===== src/rtl/core/colour_opponent_channel_split_macros.svh =====
// assertion macros shared by the colour opponent channel split rtl
// expects signals named clock and reset in the including module
`ifndef COLOUR_OPPONENT_CHANNEL_SPLIT_MACROS_SVH
`define COLOUR_OPPONENT_CHANNEL_SPLIT_MACROS_SVH

// same-cycle implication
`define COP_ASSERT_IMPLIES(lbl, ante, cons, msg) \
   lbl: assert property (@(posedge clock) disable iff (reset) (ante) |-> (cons)) \
      else $error(msg);

// implication after a fixed number of cycles
`define COP_ASSERT_AFTER(lbl, ante, dly, cons, msg) \
   lbl: assert property (@(posedge clock) disable iff (reset) (ante) |-> ##(dly) (cons)) \
      else $error(msg);

`endif


===== src/rtl/core/cop_pkg.sv =====
// shared types and constants for the colour opponent channel split
// no dependencies
`default_nettype none

package cop_pkg;

   localparam int unsigned PIX_W    = 8;
   localparam int unsigned LANES    = 4;
   localparam int unsigned QUO_BITS = 9;   // bit 8 flags a quotient above 255
   localparam int unsigned REM_W    = 15;  // 85 * 255 fits
   localparam int unsigned SUM_W    = 23;
   localparam int unsigned LUM_LSB  = 14;
   localparam int unsigned LATENCY  = QUO_BITS + 2;

   localparam logic [SUM_W-1:0] W_RED   = 23'd4899;
   localparam logic [SUM_W-1:0] W_GREEN = 23'd9617;
   localparam logic [SUM_W-1:0] W_BLUE  = 23'd1868;
   localparam logic [SUM_W-1:0] W_ROUND = 23'd8192;
   localparam logic [REM_W-1:0] GAIN    = 15'd85;
   localparam logic [PIX_W-1:0] MAX_LUM_RESET = 8'd255;

   localparam int unsigned LANE_RED    = 0;
   localparam int unsigned LANE_GREEN  = 1;
   localparam int unsigned LANE_BLUE   = 2;
   localparam int unsigned LANE_YELLOW = 3;

   typedef struct packed {
      logic                                valid;
      logic                                bright;
      logic [PIX_W-1:0]                    lum;
      logic [LANES-1:0][REM_W-1:0]         rem;
      logic [LANES-1:0][QUO_BITS-1:0]      quo;
   } cop_stage_type;

endpackage

`default_nettype wire


===== src/rtl/core/cop_front.sv =====
// front stage: gray level, threshold test and scaled opponent numerators
// depends on cop_pkg
`default_nettype none

module cop_front (
   input  wire logic                        clock,
   input  wire logic                        reset,
   input  wire logic                        accept,
   input  wire logic [cop_pkg::PIX_W-1:0]   blue,
   input  wire logic [cop_pkg::PIX_W-1:0]   green,
   input  wire logic [cop_pkg::PIX_W-1:0]   red,
   input  wire logic [cop_pkg::PIX_W-1:0]   max_lum,
   output cop_pkg::cop_stage_type           stage_out
);

   logic [cop_pkg::SUM_W-1:0]  wsum;
   logic [cop_pkg::PIX_W-1:0]  lum;
   logic [11:0]                lum_x10;
   logic signed [10:0]         r_s, g_s, b_s;
   logic signed [10:0]         half_gb, half_rb, half_rg, diff_rg;
   logic signed [10:0]         num [cop_pkg::LANES];
   cop_pkg::cop_stage_type     stage_in;
   logic                       valid_ff;
   cop_pkg::cop_stage_type     data_ff;

   always_comb begin
      wsum = cop_pkg::SUM_W'(red)   * cop_pkg::W_RED
           + cop_pkg::SUM_W'(green) * cop_pkg::W_GREEN
           + cop_pkg::SUM_W'(blue)  * cop_pkg::W_BLUE
           + cop_pkg::W_ROUND;
      lum     = wsum[cop_pkg::LUM_LSB +: cop_pkg::PIX_W];
      lum_x10 = {1'b0, lum, 3'b000} + {3'b000, lum, 1'b0};

      r_s = signed'({3'b000, red});
      g_s = signed'({3'b000, green});
      b_s = signed'({3'b000, blue});
      // all sums are non-negative so the shift truncates like the halving
      half_gb = (g_s + b_s) >>> 1;
      half_rb = (r_s + b_s) >>> 1;
      half_rg = (r_s + g_s) >>> 1;
      diff_rg = (r_s >= g_s) ? (r_s - g_s) : (g_s - r_s);

      num[cop_pkg::LANE_RED]    = r_s - half_gb;
      num[cop_pkg::LANE_GREEN]  = g_s - half_rb;
      num[cop_pkg::LANE_BLUE]   = b_s - half_rg;
      num[cop_pkg::LANE_YELLOW] = half_rg - b_s - diff_rg;

      stage_in        = '0;
      stage_in.valid  = accept;
      stage_in.bright = lum_x10 > {4'b0000, max_lum};
      stage_in.lum    = lum;
      for (int i = 0; i < cop_pkg::LANES; i++) begin
         // negative numerators clamp to zero, positive ones stay below 256
         stage_in.rem[i] = num[i][10] ? '0 :
            cop_pkg::REM_W'(cop_pkg::REM_W'(num[i][7:0]) * cop_pkg::GAIN);
      end
   end

   always_ff @(posedge clock) begin
      if (reset) begin
         valid_ff <= 1'b0;
      end else begin
         valid_ff <= stage_in.valid;
      end
   end

   always_ff @(posedge clock) begin
      data_ff <= stage_in;
   end

   always_comb begin
      stage_out       = data_ff;
      stage_out.valid = valid_ff;
   end

endmodule

`default_nettype wire


===== src/rtl/core/cop_div_cell.sv =====
// one restoring divide cell: resolves one quotient bit on all four lanes
// depends on cop_pkg
`default_nettype none

module cop_div_cell #(
   parameter int unsigned BIT = 0
) (
   input  wire logic                   clock,
   input  wire logic                   reset,
   input  wire cop_pkg::cop_stage_type stage_in,
   output cop_pkg::cop_stage_type      stage_out
);

   localparam int unsigned CMP_W = cop_pkg::PIX_W + cop_pkg::QUO_BITS;

   logic [CMP_W-1:0]          den_sh;
   logic [CMP_W-1:0]          rem_ext;
   cop_pkg::cop_stage_type    next_in;
   logic                      valid_ff;
   cop_pkg::cop_stage_type    data_ff;

   always_comb begin
      den_sh  = CMP_W'(stage_in.lum) << BIT;
      next_in = stage_in;
      rem_ext = '0;
      for (int i = 0; i < cop_pkg::LANES; i++) begin
         rem_ext = CMP_W'(stage_in.rem[i]);
         if (rem_ext >= den_sh) begin
            next_in.rem[i]      = cop_pkg::REM_W'(rem_ext - den_sh);
            next_in.quo[i][BIT] = 1'b1;
         end
      end
   end

   always_ff @(posedge clock) begin
      if (reset) begin
         valid_ff <= 1'b0;
      end else begin
         valid_ff <= stage_in.valid;
      end
   end

   always_ff @(posedge clock) begin
      data_ff <= next_in;
   end

   always_comb begin
      stage_out       = data_ff;
      stage_out.valid = valid_ff;
   end

endmodule

`default_nettype wire


===== src/rtl/core/cop_round.sv =====
// output stage: half-to-even rounding, saturation and dark-pixel gating
// depends on cop_pkg
`default_nettype none

module cop_round (
   input  wire logic                       clock,
   input  wire logic                       reset,
   input  wire cop_pkg::cop_stage_type     stage_in,
   output logic                            rsp_valid,
   output logic [cop_pkg::PIX_W-1:0]       rsp_intensity,
   output logic [cop_pkg::PIX_W-1:0]       rsp_red_chan,
   output logic [cop_pkg::PIX_W-1:0]       rsp_green_chan,
   output logic [cop_pkg::PIX_W-1:0]       rsp_blue_chan,
   output logic [cop_pkg::PIX_W-1:0]       rsp_yellow_chan
);

   localparam int unsigned TOP = cop_pkg::QUO_BITS - 1;

   logic [cop_pkg::PIX_W:0]    twice_rem [cop_pkg::LANES];
   logic [cop_pkg::PIX_W:0]    den;
   logic [cop_pkg::PIX_W-1:0]  quo [cop_pkg::LANES];
   logic                       up  [cop_pkg::LANES];
   logic [cop_pkg::PIX_W-1:0]  chan_in [cop_pkg::LANES];
   logic                       valid_ff;
   logic [cop_pkg::PIX_W-1:0]  lum_ff;
   logic [cop_pkg::PIX_W-1:0]  chan_ff [cop_pkg::LANES];

   always_comb begin
      den = {1'b0, stage_in.lum};
      for (int i = 0; i < cop_pkg::LANES; i++) begin
         quo[i] = stage_in.quo[i][cop_pkg::PIX_W-1:0];
         // without overflow the remainder is below the divisor, so 8 bits hold it
         twice_rem[i] = {stage_in.rem[i][cop_pkg::PIX_W-1:0], 1'b0};
         up[i] = (twice_rem[i] > den) || ((twice_rem[i] == den) && quo[i][0]);
         if (!stage_in.bright) begin
            chan_in[i] = '0;
         end else if (stage_in.quo[i][TOP] || (up[i] && (quo[i] == '1))) begin
            chan_in[i] = '1;
         end else begin
            chan_in[i] = quo[i] + cop_pkg::PIX_W'(up[i]);
         end
      end
   end

   always_ff @(posedge clock) begin
      if (reset) begin
         valid_ff <= 1'b0;
      end else begin
         valid_ff <= stage_in.valid;
      end
   end

   always_ff @(posedge clock) begin
      lum_ff  <= stage_in.lum;
      chan_ff <= chan_in;
   end

   assign rsp_valid       = valid_ff;
   assign rsp_intensity   = lum_ff;
   assign rsp_red_chan    = chan_ff[cop_pkg::LANE_RED];
   assign rsp_green_chan  = chan_ff[cop_pkg::LANE_GREEN];
   assign rsp_blue_chan   = chan_ff[cop_pkg::LANE_BLUE];
   assign rsp_yellow_chan = chan_ff[cop_pkg::LANE_YELLOW];

endmodule

`default_nettype wire


===== src/rtl/core/colour_opponent_channel_split.sv =====
// top level of the colour opponent channel split
// depends on cop_pkg, cop_front, cop_div_cell, cop_round and the macro header
//
//   port group  direction  handshake         contents
//   req_        in         start / busy      blue, green, red words
//   rsp_        out        rsp_valid strobe  intensity and four opponent channels
//   csr_        in         csr_wr_en         max_luminance
//
// one word enters per clock; busy never rises
// each taken word passes through the front stage, nine divide cells
// (one quotient bit each, bit 8 flags saturation) and the rounding stage
// synchronous reset clears the valid chain and sets max_luminance to 255
// results are a one-cycle strobe; the receiver cannot stall them
`default_nettype none
`include "colour_opponent_channel_split_macros.svh"

module colour_opponent_channel_split (
   input  wire logic                       clock,
   input  wire logic                       reset,
   input  wire logic                       start,
   output logic                            busy,
   input  wire logic [cop_pkg::PIX_W-1:0]  req_blue,
   input  wire logic [cop_pkg::PIX_W-1:0]  req_green,
   input  wire logic [cop_pkg::PIX_W-1:0]  req_red,
   input  wire logic                       csr_wr_en,
   input  wire logic [cop_pkg::PIX_W-1:0]  csr_wr_data,
   output logic                            rsp_valid,
   output logic [cop_pkg::PIX_W-1:0]       rsp_intensity,
   output logic [cop_pkg::PIX_W-1:0]       rsp_red_chan,
   output logic [cop_pkg::PIX_W-1:0]       rsp_green_chan,
   output logic [cop_pkg::PIX_W-1:0]       rsp_blue_chan,
   output logic [cop_pkg::PIX_W-1:0]       rsp_yellow_chan
);

   logic [cop_pkg::PIX_W-1:0]  max_lum_ff;
   logic [cop_pkg::PIX_W-1:0]  max_lum_in;
   logic                       accept;
   cop_pkg::cop_stage_type     stage [cop_pkg::QUO_BITS+1];

   assign busy   = 1'b0;
   assign accept = start && !busy;

   assign max_lum_in = csr_wr_en ? csr_wr_data : max_lum_ff;

   always_ff @(posedge clock) begin
      if (reset) begin
         max_lum_ff <= cop_pkg::MAX_LUM_RESET;
      end else begin
         max_lum_ff <= max_lum_in;
      end
   end

   cop_front u_front (
      .clock     (clock),
      .reset     (reset),
      .accept    (accept),
      .blue      (req_blue),
      .green     (req_green),
      .red       (req_red),
      .max_lum   (max_lum_ff),
      .stage_out (stage[0])
   );

   // cell i resolves quotient bit 8 - i, so the chain works from the top down
   for (genvar i = 0; i < cop_pkg::QUO_BITS; i++) begin : g_cell
      cop_div_cell #(
         .BIT (cop_pkg::QUO_BITS - 1 - i)
      ) u_cell (
         .clock     (clock),
         .reset     (reset),
         .stage_in  (stage[i]),
         .stage_out (stage[i+1])
      );
   end

   cop_round u_round (
      .clock           (clock),
      .reset           (reset),
      .stage_in        (stage[cop_pkg::QUO_BITS]),
      .rsp_valid       (rsp_valid),
      .rsp_intensity   (rsp_intensity),
      .rsp_red_chan    (rsp_red_chan),
      .rsp_green_chan  (rsp_green_chan),
      .rsp_blue_chan   (rsp_blue_chan),
      .rsp_yellow_chan (rsp_yellow_chan)
   );

   `COP_ASSERT_AFTER(a_word_leaves, accept, cop_pkg::LATENCY, rsp_valid, "accepted word lost")
   `COP_ASSERT_IMPLIES(a_no_phantom, rsp_valid, $past(accept, cop_pkg::LATENCY), "result without word")
   `COP_ASSERT_IMPLIES(a_black_dark, rsp_valid && (rsp_intensity == '0), (rsp_red_chan == '0) && (rsp_green_chan == '0) && (rsp_blue_chan == '0) && (rsp_yellow_chan == '0), "black pixel with nonzero channel")

endmodule

`default_nettype wire

===== config.mk =====
export PLATFORM = sky130hd
export DESIGN_NAME = colour_opponent_channel_split
export DESIGN_NICKNAME = d
export VERILOG_FILES = /design/src/rtl/core/cop_pkg.sv /design/src/rtl/core/cop_front.sv /design/src/rtl/core/cop_div_cell.sv /design/src/rtl/core/cop_round.sv /design/src/rtl/core/colour_opponent_channel_split.sv
export VERILOG_INCLUDE_DIRS = /design/src /design/src/rtl/core
export SDC_FILE = /design/constraint.sdc
export NUM_CORES = 2
export LEC_CHECK = 0
export ABC_AREA = 1
export BUFFER_PORTS_ARGS = -buffer_cell sky130_fd_sc_hd__buf_4
export CAP_MARGIN = 40
export CORE_ASPECT_RATIO = 1.1
export CORE_MARGIN = 2
export CORE_UTILIZATION = 58
export CTS_CLUSTER_DIAMETER = 50
export DETAILED_ROUTE_END_ITERATION = 8
export GPL_TIMING_DRIVEN = 1
export PLACE_DENSITY_LB_ADDON = 0.25
export SETUP_SLACK_MARGIN = 0.15
export SLEW_MARGIN = 10
export SYNTH_ARGS = -nofsm -noshare
export SYNTH_HDL_FRONTEND = slang
export SYNTH_SLANG_ARGS = --single-unit

===== constraint.sdc =====
create_clock -name clock -period 8.8 [get_ports clock]
set_clock_uncertainty 0.15 [all_clocks]
set_input_delay 0.88 -clock clock [delete_from_list [all_inputs] [get_ports clock]]
set_output_delay 0.88 -clock clock [all_outputs]
set_load 0.01 [all_outputs]

## After elaboration in Yosys (flattened, before gate mapping)

Index checks and enable logic that the tools add are counted.

| operators by class | value |
|---|---|
| $add $sub $neg | 54 |
| multiply operators | 7 |
| divide/modulo/power cells | 0 |
| magnitude comparators | 42 |
| eq/ne operators | 8 |
| shift-type cells | 0 |
| muxes and demuxes | 45 |
| bitwise logic cells | 0 |
| reduce and logical (&&, ||, !) cells | 16 |

Operator list:

| cell | number |
|---|---|
| 15-bit two-way mux | 32 |
| 15-bit subtractor | 8 |
| 15-bit by 16-bit greater-or-equal comparator with 1-bit output | 4 |
| 8-bit two-way mux | 8 |
| 15-bit by 10-bit greater-or-equal comparator with 1-bit output | 4 |
| 15-bit by 11-bit greater-or-equal comparator with 1-bit output | 4 |
| 15-bit by 12-bit greater-or-equal comparator with 1-bit output | 4 |
| 15-bit by 13-bit greater-or-equal comparator with 1-bit output | 4 |
| 15-bit by 14-bit greater-or-equal comparator with 1-bit output | 4 |
| 15-bit greater-or-equal comparator | 4 |
| 15-bit by 8-bit greater-or-equal comparator with 1-bit output | 4 |
| 15-bit by 9-bit greater-or-equal comparator with 1-bit output | 4 |
| 8-bit by 7-bit multiplier with 15-bit output, second input constant | 4 |
| 15-bit by 10-bit subtractor with 15-bit output | 4 |
| 15-bit by 11-bit subtractor with 15-bit output | 4 |
| 15-bit by 12-bit subtractor with 15-bit output | 4 |
| 15-bit by 13-bit subtractor with 15-bit output | 4 |
| 15-bit by 14-bit subtractor with 15-bit output | 4 |
| 15-bit by 9-bit subtractor with 15-bit output | 4 |
| 9-bit by 8-bit == test with 1-bit output | 4 |
| 9-bit by 8-bit > comparator with 1-bit output | 4 |
| 9-bit by 10-bit subtractor with 11-bit output | 3 |
| 8-bit by 1-bit adder with 8-bit output | 4 |
| 8-bit == test, second input constant | 4 |
| other kinds (18) | 41 |

| storage, ports and cells | value |
|---|---|
| register bits | 901 |
| latch bits | 0 |
| RAM bits | 0 |
| bits in read-only memories | 0 |
| output and inout port bits | 42 |
| word-level logic and storage cells | 317 |
| memories kept | 0 |

## Longest topological paths before layout

| logic depth | value |
|---|---|
| depth in word-level cells | 6 |
| mapped depth | 45 |
| gate-level depth less buffers | 45 |

## Hierarchy

From an unflattened synthesis, not the netlist that was laid out.

| second synthesis, totals | value |
|---|---|
| cell total of the unflattened synthesis | 8244 |
| area, all modules | 62645.1 um2 |

By module, submodules not included:

| module | instances | cells each | area each (um2) |
|---|---|---|---|
| cop_front | 1 | 1704 | 14158.6 |
| cop_div_cell at g_cell[8].u_cell | 1 | 849 | 5744.3 |
| cop_div_cell at g_cell[6].u_cell | 1 | 805 | 5532.8 |
| cop_div_cell at g_cell[7].u_cell | 1 | 799 | 5466.5 |
| cop_div_cell at g_cell[4].u_cell | 1 | 704 | 5153.7 |
| cop_div_cell at g_cell[5].u_cell | 1 | 677 | 5064.9 |
| cop_div_cell at g_cell[3].u_cell | 1 | 643 | 4898.4 |
| cop_div_cell at g_cell[2].u_cell | 1 | 598 | 4718.3 |
| cop_div_cell at g_cell[1].u_cell | 1 | 540 | 4634.4 |
| cop_div_cell at g_cell[0].u_cell | 1 | 501 | 4190.3 |
| cop_round | 1 | 387 | 2792.7 |
| colour_opponent_channel_split | 1 | 37 | 290.3 |

## Worst setup path after synthesis

Ideal clock, no wire load.

| path | value |
|---|---|
| path kind | input-to-reg |
| from | input port req_blue[3] in the netlist's numbering |
| to | register u_front.data_ff (netlist bit u_front.stage_out[104]) |
| data arrival time | 8.792 ns |
| path slack | -0.259 ns |
| cell stages on the path | 42 |
| path through | inv_1 > fa_1 > inv_1 > ha_1 > fa_1 > inv_1 > fa_1 > inv_1 > ha_1 > nand2_1 > nor3_1 > nand2_1 > o211ai_1 > xor2_1 > inv_1 > ha_1 > ha_1 > fa_1 > [... 6 more ...] > o21ai_0 > a21oi_1 > nand2_1 > nand2_1 > nand2_1 > ha_1 > fa_1 > xor2_1 > inv_1 > ha_1 > a21oi_1 > nand2_1 > a21o_1 > a21oi_1 > o21bai_1 > nand4_1 > a21oi_1 > nand2_1 |

RTL lines:

| element | line | source |
|---|---|---|
| start, declared | colour_opponent_channel_split.sv:22 | `input wire logic [cop_pkg::PIX_W-1:0] req_blue,` |
| end signal, assigned | cop_front.sv:68 | `data_ff <= stage_in;` |
| end, declared | cop_front.sv:24 | `cop_pkg::cop_stage_type data_ff;` |

==> impl_metrics.toml <==
[synth]
synthMuxAreaShare = 0.000640
synth.most_common_cell = "dfxtp_1"
syn_nets = 6420
seq_area_frac_synth = 0.369
synth_top_area_frac = 0.369
synth_compound_area_frac = 0.111
synthDistinctLibCells = 74
synthCells = 5540
yosys.area_share.xor_xnor = 0.0654
synth_fa_ha_area_frac = 0.243
synth_top_family_by_area = "adder cells"
yosys.area_share.simple = 0.135
synthTopCellsByCount = "dfxtp_1 (901), inv_1 (879), nand2_1 (772)"
yosysTopAreaCell = "dfxtp_1"
ys_warn_count = 0
syn_area_um2 = 48900
synth_seq_cells = 901
yosys-top-cells-area = "dfxtp_1 (37%), ha_1 (17%), fa_1 (7.0%), inv_1 (6.8%), nand2_1 (5.9%)"
synthArstFlopShare = 0
avgSynthCellArea_um2 = 8.82
synth_ff_type = "dfxtp_1"
synth-edff-count = 0

[sta]
finalCriticalPeriod_ns = 8.39
final.period_utilization = 0.954
drv_slew = 0
setup_viol = 0
fmax_mhz = 119
tightest_slew_ns = 0.915
relSlewSlack = 0.389
grt_setup_unrepaired = "yes"
holdWs_ns = 0.169
hold_viol_final = 0

[critical_path]
cp_data_required_time_ns = 9.18
cp-end-kind = "flip-flop"
r2r-end = "u_round.rsp_blue_chan[6]$_SDFF_PN0_"
reg2reg_depth = 15
cp_common_cell = "ha_4"
crit_path_max_incr_delay_ns = 0.53
slowest_stage = "fa_1"
path_max_fanout = 4
start_kind = "primary input"
cp_data_arrival_time_ns = 8.78
rrSetupSlack_ns = 5.26
rr_startpoint = "g_cell[8].u_cell.stage_out[103]$_DFF_P_"
crit_type = "in2reg"

[grt]
use_met3 = 0.0254
grt-ovfl-total = 0
grt_pass1_wl_um = 173000
busiest_layer = "met2"
antenna_found_initial = 0
use_met2 = 0.490
grt_max_degree = 33
grt.met1_usage = 0.244
grt_pass1_vias = 35520
grt_use_total = 0.251

[clock_network]
cts_tree = "yes"
cts_buffers = 80
clock-sinks = 901
clkLatencyLatePin_ns = 0.64
h-tree-depth = 3
clk_path_buf_depth = 3
path_clk_slew_ns = 0.07
cts_root_buffer = "clkbuf_16"

[status]
status = "complete, no violations"

[route]
wl_per_cell_um = 15.7
vias = 35326
drtIter0Drc = 1441
ant_nets = 0
drt-total-wl_um = 108000
drt_pass1_iterations = 5
drc = 0
vias_per_cell = 5.16

[cells_and_area]
utilization = 0.650
final_nets = 6593
final_cells = 6849
synthToLayoutAreaGrowth_pct = 10.9
num-fill-cells = 6882
drive_gt1_frac = 0.0819
n_antenna_cell = 0

[min_path]
hp-class = "reg2reg"
whs_path_depth = 0
hold_path.startpoint = "g_cell[7].u_cell.stage_out[16]$_DFF_P_"
hold-path-endpoint = "g_cell[8].u_cell.stage_out[16]$_DFF_P_"

[place]
place_inst = 6700
dp_hpwl_um = 88800
gp_congestion = 0.975
port_buffers = 76

[floorplanning]
start_util = 0.586
die-area_um2 = 86600
coreArea_um2 = 83300
pin_count = 78
die_h_um = 308
die_w_um = 281
fp-row-count = 111

[flow_run]
drv_cap = 0
metal layers:
layer / vias up / routed length (µm) / share of wire
met3: 321 / 2800 / 0.026
met4: 0 / 8320 / 0.077
li1: 18407 / - / -
met2: 643 / 56800 / 0.53
met1: 15955 / 39800 / 0.37
met5: - / 0 / 0
layout make-up:
| cell class | count | area [µm²] | area share |
|---|---|---|---|
| Clock buffer | 110 | 2320 | 0.0428 |
| Clock inverter | 35 | 558 | 0.0103 |
| Inverter | 889 | 3350 | 0.0618 |
| Multi-Input combinational cell | 3691 | 27400 | 0.506 |
| Sequential cell | 901 | 18000 | 0.333 |
| Tap cell | 1073 | 1340 | 0.0248 |
| Timing Repair Buffer | 150 | 1130 | 0.0209 |
worst max-delay path, delay by kind of cell:
kind	cells	cell delay, ns
adders and majority gates	14	4.82
AOI/OAI and AO/OA	7	0.92
xor gates and xnor gates	3	0.55
and+or+nand+nor	10	0.79
buffers and inverters	11	0.82
how the worst max path moves through the flow:
stage	start	endpoint	slack [ns]	cells past startpoint
after floorplan	req_blue[3]	u_front.stage_out[104]$_DFF_P_	0.15	42
after detailed placement	req_blue[2]	u_front.stage_out[104]$_DFF_P_	-0.61	42
after global placement	req_blue[2]	u_front.stage_out[104]$_DFF_P_	-0.42	42
final	req_blue[2]	u_front.stage_out[104]$_DFF_P_	0.41	45
after CTS	req_blue[2]	u_front.stage_out[104]$_DFF_P_	0.15	42
after global routing	req_blue[4]	u_front.stage_out[104]$_DFF_P_	0.004	46
repair_timing:
item,in CTS,in global routing
pin swaps,0,42
gates resized for setup,2,39
hold buffers,0,0
setup endpoints to repair,1,1
setup buffers,0,4
hold endpoints to repair,0,0
gates cloned,0,0
sequential cells by signal, indices dropped and copies added, names as in the netlist:
signal	count
u_round.rsp_red_chan	8
g_cell.u_cell.valid_ff	9
max_lum_ff	8
u_round.rsp_blue_chan	8
u_round.rsp_green_chan	8
u_front.valid_ff	1
u_round.rsp_valid	1
u_round.rsp_yellow_chan	8
g_cell.u_cell.stage_out	773
u_front.stage_out	69
u_round.rsp_intensity	8
per-stage QoR:
| stage | setup TNS [ns] | cell area [µm²] | setup slack [ns] |
|---|---|---|---|
| finish | 0 | 54200 | 0.405 |
| global route | 0 | 54200 | 0.00376 |
| CTS | 0 | 53900 | 0.153 |
| detailed placement | -0.608 | 51000 | -0.608 |
| global placement | -0.416 | 51000 | -0.416 |
| floorplan | 0 | 49000 | 0.149 |
cells in the final DEF (no fill, tap or decap), types with 137 or more instances in the layout:
master   count
nor2_1     343
a21oi_1    433
dfxtp_1    901
xnor2_1    137
o21ai_0    269
xor2_1     225
ha_1       658
nand3_1    147
buf_4      148
fa_1       171
nand2_1    761
inv_1      873
cell families after synthesis:
logic type               count (synthesis)
flip-flops                             901
AND/OR/NAND/NOR                       1524
other                                    1
AO/OA/AOI/OAI                          955
buffers and inverters                  948
adder cells (fa/ha/maj)                844
multiplexers                             3
XOR/XNOR                               364
Power is not shown: default switching activity piles up to over one toggle a cycle in this logic, so the estimate is an artifact.
